===== src/design/phdm_pkg.sv =====
package phdm_pkg;

	// Field widths of the meter transaction.
	localparam int unsigned RDG_W   = 21;
	localparam int unsigned ALC_W   = 18;
	localparam int unsigned PWR_W   = 20;
	localparam int unsigned HOLD_W  = 4;
	localparam int unsigned CNT_W   = 5;
	localparam int unsigned DECAY_W = RDG_W + 3;

	// Field limits and peak floors, in 1/1024 units.
	localparam logic signed [RDG_W-1:0] RX_FLOOR  = -21'sd204800;
	localparam logic signed [RDG_W-1:0] RDG_CEIL  = 21'sd1024000;
	localparam logic signed [RDG_W-1:0] PWR_FLOOR = 21'sd0;
	localparam logic signed [ALC_W-1:0] ALC_FLOOR = -18'sd102400;
	localparam logic signed [ALC_W-1:0] ALC_CEIL  = 18'sd30720;

	localparam logic [HOLD_W-1:0] HOLD_RESET = 4'd5;
	localparam logic [CNT_W-1:0]  CNT_LIMIT  = 5'd31;

	// Meter modes.
	localparam logic MODE_RX = 1'b0;
	localparam logic MODE_TX = 1'b1;

	// Held meter state, shared by the update logic and the state register.
	typedef struct packed {
		logic                    last_mode;
		logic signed [RDG_W-1:0] peak_rx;
		logic signed [RDG_W-1:0] peak_power;
		logic signed [ALC_W-1:0] peak_alc;
		logic [CNT_W-1:0]        hold_counter;
	} phdm_state_t;

	localparam phdm_state_t STATE_RESET = '{
		last_mode:    MODE_RX,
		peak_rx:      RX_FLOOR,
		peak_power:   PWR_FLOOR,
		peak_alc:     ALC_FLOOR,
		hold_counter: '0
	};

	// floor((3*p + x) / 4), clamped at fl. The arithmetic shift rounds toward
	// minus infinity, and the result never exceeds the larger of p and x.
	function automatic logic signed [RDG_W-1:0] decay(
		input logic signed [RDG_W-1:0] p,
		input logic signed [RDG_W-1:0] x,
		input logic signed [RDG_W-1:0] fl
	);
		logic signed [DECAY_W-1:0] pe;
		logic signed [DECAY_W-1:0] t;
		logic signed [DECAY_W-1:0] s;
		pe = DECAY_W'(p);
		t  = (pe <<< 1) + pe + DECAY_W'(x);
		s  = t >>> 2;
		if (s < DECAY_W'(fl)) begin
			return fl;
		end
		return s[RDG_W-1:0];
	endfunction

endpackage


===== src/design/phdm_update.sv =====
module phdm_update (
	input  logic                              meter_mode,
	input  logic signed [phdm_pkg::RDG_W-1:0] reading,
	input  logic signed [phdm_pkg::ALC_W-1:0] alc_level,
	input  logic [phdm_pkg::HOLD_W-1:0]       hold_updates,
	input  phdm_pkg::phdm_state_t             cur,
	output phdm_pkg::phdm_state_t             nxt
);
	import phdm_pkg::*;

	logic signed [RDG_W-1:0] val;
	logic signed [ALC_W-1:0] alc;
	logic signed [RDG_W-1:0] alc_ext;
	logic signed [RDG_W-1:0] alc_dec;
	phdm_state_t             base;
	logic                    decaying;
	logic                    restart;
	logic [CNT_W-1:0]        cnt;

	// Saturate the inputs to their field ranges.
	always_comb begin
		if (reading < RX_FLOOR) begin
			val = RX_FLOOR;
		end else if (reading > RDG_CEIL) begin
			val = RDG_CEIL;
		end else begin
			val = reading;
		end
		if (alc_level < ALC_FLOOR) begin
			alc = ALC_FLOOR;
		end else if (alc_level > ALC_CEIL) begin
			alc = ALC_CEIL;
		end else begin
			alc = alc_level;
		end
	end

	// A mode change returns every peak to its floor and restarts the hold.
	always_comb begin
		base = cur;
		if (meter_mode != cur.last_mode) begin
			base           = STATE_RESET;
			base.last_mode = meter_mode;
		end
	end

	assign decaying = base.hold_counter > CNT_W'(hold_updates);
	assign alc_ext  = RDG_W'(base.peak_alc);
	assign alc_dec  = decay(alc_ext, RDG_W'(alc), RDG_W'(ALC_FLOOR));

	// Decay the active peaks, then take any new peak from the input.
	always_comb begin
		nxt     = base;
		restart = 1'b0;
		if (meter_mode == MODE_TX) begin
			if (decaying) begin
				nxt.peak_power = decay(base.peak_power, val, PWR_FLOOR);
				nxt.peak_alc   = alc_dec[ALC_W-1:0];
			end
			if (val > nxt.peak_power) begin
				nxt.peak_power = val;
				restart        = 1'b1;
			end
			if (alc > nxt.peak_alc) begin
				nxt.peak_alc = alc;
				restart      = 1'b1;
			end
		end else begin
			if (decaying) begin
				nxt.peak_rx = decay(base.peak_rx, val, RX_FLOOR);
			end
			if (val > nxt.peak_rx) begin
				nxt.peak_rx = val;
				restart     = 1'b1;
			end
		end

		// The hold counter counts updates and saturates at its limit.
		cnt = restart ? '0 : base.hold_counter;
		if (cnt < CNT_LIMIT) begin
			cnt = cnt + CNT_W'(1);
		end
		nxt.hold_counter = cnt;
	end

endmodule


===== src/design/peak_hold_decay_meter.sv =====
// Peak hold meter with exponential decay.
// Input channel (in_valid/in_ready) carries one meter reading per transaction:
// meter_mode, reading and alc_level. Output channel (out_valid/out_ready)
// returns one transaction per reading with the three held peaks.
// A reading is captured in an input register, updated against the held state
// by combinational logic, and moved to the output register once it is free.
// Throughput is one reading per cycle while the receiver does not stall; the
// update of the held peaks and the hold counter is combinational, so each
// reading sees the state left by the one before it with no bubble. When the
// receiver stalls, the result waits in the output register and one more
// reading is still taken into the input register; in_ready then drops until
// the output drains. The hold count is written through cfg_wr_en/cfg_wr_data;
// the user must write it only while the meter is idle, and the block itself
// does not enforce this. Reset (arst_n low) empties both registers, sets the
// hold count to 5, selects receive mode and returns every peak to its floor.
module peak_hold_decay_meter (
	input  logic                               clk,
	input  logic                               arst_n,
	input  logic                               cfg_wr_en,
	input  logic [phdm_pkg::HOLD_W-1:0]        cfg_wr_data,
	input  logic                               in_valid,
	output logic                               in_ready,
	input  logic                               meter_mode,
	input  logic signed [phdm_pkg::RDG_W-1:0]  reading,
	input  logic signed [phdm_pkg::ALC_W-1:0]  alc_level,
	output logic                               out_valid,
	input  logic                               out_ready,
	output logic signed [phdm_pkg::RDG_W-1:0]  held_rx_level,
	output logic [phdm_pkg::PWR_W-1:0]         held_power,
	output logic signed [phdm_pkg::ALC_W-1:0]  held_alc
);
	import phdm_pkg::*;

	logic [HOLD_W-1:0]       hold_q;
	logic                    valid_s1;
	logic                    mode_s1;
	logic signed [RDG_W-1:0] reading_s1;
	logic signed [ALC_W-1:0] alc_s1;
	phdm_state_t             state_q;
	phdm_state_t             state_nxt;
	logic                    out_valid_q;
	logic signed [RDG_W-1:0] held_rx_q;
	logic signed [RDG_W-1:0] held_power_q;
	logic signed [ALC_W-1:0] held_alc_q;
	logic                    out_free;
	logic                    advance;

	assign out_free = !out_valid_q || out_ready;
	assign advance  = valid_s1 && out_free;
	assign in_ready = !valid_s1 || out_free;

	// Hold count register.
	always_ff @(posedge clk or negedge arst_n) begin
		if (!arst_n) begin
			hold_q <= HOLD_RESET;
		end else if (cfg_wr_en) begin
			hold_q <= cfg_wr_data;
		end
	end

	// Input register.
	always_ff @(posedge clk or negedge arst_n) begin
		if (!arst_n) begin
			valid_s1 <= 1'b0;
		end else if (in_ready) begin
			valid_s1 <= in_valid;
		end
	end

	always_ff @(posedge clk) begin
		if (in_valid && in_ready) begin
			mode_s1    <= meter_mode;
			reading_s1 <= reading;
			alc_s1     <= alc_level;
		end
	end

	// Peak and hold counter update.
	phdm_update u_update (
		.meter_mode   (mode_s1),
		.reading      (reading_s1),
		.alc_level    (alc_s1),
		.hold_updates (hold_q),
		.cur          (state_q),
		.nxt          (state_nxt)
	);

	// Held state register.
	always_ff @(posedge clk or negedge arst_n) begin
		if (!arst_n) begin
			state_q <= STATE_RESET;
		end else if (advance) begin
			state_q <= state_nxt;
		end
	end

	// Output register.
	always_ff @(posedge clk or negedge arst_n) begin
		if (!arst_n) begin
			out_valid_q <= 1'b0;
		end else if (out_free) begin
			out_valid_q <= valid_s1;
		end
	end

	always_ff @(posedge clk) begin
		if (advance) begin
			held_rx_q    <= state_nxt.peak_rx;
			held_power_q <= state_nxt.peak_power;
			held_alc_q   <= state_nxt.peak_alc;
		end
	end

	assign out_valid     = out_valid_q;
	assign held_rx_level = held_rx_q;
	assign held_power    = held_power_q[PWR_W-1:0];
	assign held_alc      = held_alc_q;

	// The held peaks never fall below their floors.
	a_power_floor: assert property (@(posedge clk) disable iff (!arst_n)
		state_q.peak_power >= PWR_FLOOR)
		else $error("held power peak below its floor");

	a_rx_floor: assert property (@(posedge clk) disable iff (!arst_n)
		state_q.peak_rx >= RX_FLOOR && state_q.peak_alc >= ALC_FLOOR)
		else $error("held rx or ALC peak below its floor");

	// A reading that cannot move on keeps its place in the input register.
	a_s1_hold: assert property (@(posedge clk) disable iff (!arst_n)
		valid_s1 && !out_free |=> valid_s1 && $stable(reading_s1) && $stable(state_q))
		else $error("stalled reading lost or state changed");

	// Every update leaves the hold counter above zero.
	a_cnt_step: assert property (@(posedge clk) disable iff (!arst_n)
		advance |=> state_q.hold_counter != '0)
		else $error("hold counter zero after an update");

endmodule

===== config.mk =====
export PLATFORM = sky130hd
export DESIGN_NAME = peak_hold_decay_meter
export DESIGN_NICKNAME = d
export VERILOG_FILES = /design/src/design/phdm_pkg.sv /design/src/design/phdm_update.sv /design/src/design/peak_hold_decay_meter.sv
export SDC_FILE = /design/constraint.sdc
export NUM_CORES = 1
export LEC_CHECK = 0
export BUFFER_PORTS_ARGS = -buffer_cell sky130_fd_sc_hd__buf_2
export CAP_MARGIN = 30
export CORE_MARGIN = 10
export CORE_UTILIZATION = 38
export CTS_CLUSTER_SIZE = 24
export DETAILED_ROUTE_END_ITERATION = 8
export GPL_TIMING_DRIVEN = 0
export PLACE_DENSITY = 0.56
export SKIP_CTS_REPAIR_TIMING = 1
export SYNTH_ARGS = -nofsm -noshare
export SYNTH_HDL_FRONTEND = slang
export SYNTH_HIERARCHICAL = 1
export SYNTH_SLANG_ARGS = --single-unit

===== constraint.sdc =====
create_clock -name clk -period 8.4 [get_ports clk]
set_clock_uncertainty 0.05 [all_clocks]
set_input_delay 0.42 -clock clk [delete_from_list [all_inputs] [get_ports clk]]
set_output_delay 0.42 -clock clk [all_outputs]
set_load 0.02 [all_outputs]

==> summary.txt <==
Floorplan
  • Die area: 50000 um2
  • Die Ht: 224 um
  • Die width: 224 um
  • Number of I/O pins: 110
  • Initial Util: 0.385
  • Area of the core: 40900 um2
  • Cell row count: 74

Global routing
  • Initial antenna violation count: 0
  • Tot GR Track Use: 0.226
  • Largest net degree at the start of global routing: 45
  • Number of global-route vias before repair: 13800
  • Gr ovfl total: 0
  • Global-route wire length before repair: 85.8 mm

Pwr
  • PD cells: 435 nW/um2
  • Worst vdd ir: 0.173 mV
  • Static Leak: 8.20 nW

Placed design
  • Dpl cell area: 17000 um2
  • Number of port buffers: 109
  • Post-DP HPWL: 44.6 mm
  • Placer Congestion: 0.949

Critical path
  • Critical Path Source Type: register
  • Crit path kind: register to register
  • Critical Path AT: 8.79 ns
  • Crit path max-delay cell type: a2111oi_4
  • Crit end category: register
  • Worst Path Required: 8.78 ns
  • Slowest cell delay on critical path: 0.68 ns
  • Crit path max fanout: 10

Yosys
  • Post-synthesis average cell area: 9.28 um2
  • Yosys reg bits: 171
  • Synth warnings: 6
  • Main synth FF type: edfxtp_1
  • Dominant cell type by area after synthesis: edfxtp_1
  • Synth Instances: 1695
  • Seq/Total Area, Yosys: 0.304
  • Distinct cell type count after synthesis: 102
  • Netlist Area Pre-Place: 15700 um2
  • Top cells by count, synth: inv_1, nand2_1, a21oi_1
  • Count leader, synth: inv_1
  • Number of synthesized flops with an enable pin: 99
  • Area contributors post-synth: edfxtp_1, ha_1, dfrtp_1, fa_1, a21oi_1
  • Post-synthesis net count: 1931
  • Asr flop ratio synth: 0.421
  • Synth top area share: 0.189

Detailed routing
  • Post-DR vias/cell: 5.87
  • DR pass1 iterations: 5
  • Vias: 14100
  • Routed Antenna Nets: 0
  • DR WL/cell: 24.0 um
  • Detailed Route WL: 57.6 mm
  • DRC: 0
  • DRT iter0 DRCs: 1424

CTS
  • Sink Count: 171
  • CTS tree: done
  • Clk_lat worst skew: 0.51 ns
  • Clk buf depth: 2
  • H-tree levels: 4
  • CTS Buf Count: 17
  • Clock root buffer master: clkbuf_16
  • Clock transition at path regs: 0.09 ns

Timing
  • Endpoints failing setup: 1
  • Final Hold Fails: 0
  • Worst slew pin tran: 1.01 ns
  • Slew HR: 0.324
  • Max Fclk: 119 MHz
  • Slew Limit Fails: 0
  • Unrepaired setup endpoints after global routing: true
  • Min setup slack post-route: -0.0136 ns
  • Crit path time final: 8.41 ns
  • Final Cycle Share: 1.00

Finish
  • Layout cells sized above 1: 0.236
  • N_diodes: 0
  • Layout area overhead: 17.3%
  • Nets: 2092
  • Final design utilization: 0.451
  • Fill cells: 4024
  • Design area: 18500 um2

Min path
  • Hold WC Path Type: input port to register

Run status
  • Run status: finished with violations
  • Failing checks: negative setup slack

Job
  • Maxcap violations: 0
## report_power, final
| group | internal (mW) | switching [mW] | total [mW] |
|---|---|---|---|
| Sequential | 1.18 | 0.114 | 1.30 |
| Clock | 0.404 | 0.433 | 0.837 |
| Combinational | 2.21 | 3.70 | 5.90 |
| Total | 3.79 | 4.24 | 8.04 |
## registers in the layout, summed over array words and instances (netlist names), 4 cells and up
name           flops
hold_q             4
reading_s1        21
held_rx_level     21
held_alc          18
alc_s1            18
held_power_q      20
state_q           66
## stage by stage
stage | hold slack [ns] | instances | total power [mW] | TNS (ns) | worst slack, ns
floorplan | 0.0744 | 1695 | 5.14 | 0 | 0.367
global placement | 0.434 | 2336 | 6.60 | -228.20 | -2.46
detailed placement | 0.367 | 2339 | 6.63 | -223.68 | -2.37
CTS | -0.174 | 2371 | 7.52 | -226.58 | -2.39
global route | 0.0111 | 2401 | 8.63 | -0.930 | -0.206
finish | 0.0273 | 2401 | 8.04 | -0.0136 | -0.0136
## logic make-up after synthesis
kind of cell,synth area share
muxes,0.0630
DFF,0.304
buffers and inverters,0.0628
AOI/OAI and AO/OA,0.220
and+or+nand+nor,0.146
xor gates and xnor gates,0.0272
adders and majority gates,0.177
## worst max-delay path: cells and delay by family (launching register included)
kind,cells,cell delay [ns]
multiplexers,1,0.33
adder cells (fa/ha/maj),3,1.02
AO/OA/AOI/OAI,13,3.29
buffers and inverters,5,1.10
flip-flops,1,0.43
AND/OR/NAND/NOR,10,2.05
## final cells by class
type	count	area [um2]	area share
multi-input combinational	1279	10400	0.565
sequential	171	4790	0.259
timing repair buffer	146	888	0.0481
tap	532	666	0.0361
inverter	169	639	0.0346
buffer	72	444	0.0241
clock buffer	17	425	0.0230
clock inverter	15	185	0.0100
## worst paths after layout
kind | start | end | slack (ns) | depth (start not counted)
hold reg to reg | state_q[46]$_DFFE_PN0P_ | state_q[46]$_DFFE_PN0P_ | 0.46 | 1
setup reg to reg | reading_s1[5]$_DFFE_PP_ | state_q[59]$_DFFE_PN1P_ | -0.01 | 32
hold / removal | reading[5] | reading_s1[5]$_DFFE_PP_ | 0.03 | 1
min in group asynchronous | arst_n | state_q[30]$_DFFE_PN0P_ | 0.38 | 2
max in group asynchronous | arst_n | hold_q[0]$_DFFE_PN1P_ | 7.24 | 3
setup / recovery | reading_s1[5]$_DFFE_PP_ | state_q[59]$_DFFE_PN1P_ | -0.01 | 32
## metal layers
metal / routed length, um / track usage / vias up / part of all wire
met5: 0 / 0 / - / 0
met4: 1870 / 0.0867 / 0 / 0.032
met3: 4220 / 0.0472 / 109 / 0.073
met2: 25600 / 0.343 / 574 / 0.44
met1: 26000 / 0.308 / 6947 / 0.45
li1: - / - / 6474 / -
## cell usage in the layout, fill, tap and decap left out, types with 54 or more instances in the layout
cell type and count:
dfrtp_1 60, ha_1 124, edfxtp_1 99, a21oi_1 116, inv_1 166, fa_1 59
nand2_1 153, o21ai_0 54, buf_2 119, nor2_1 93
(Power assumes the default switching activity.)
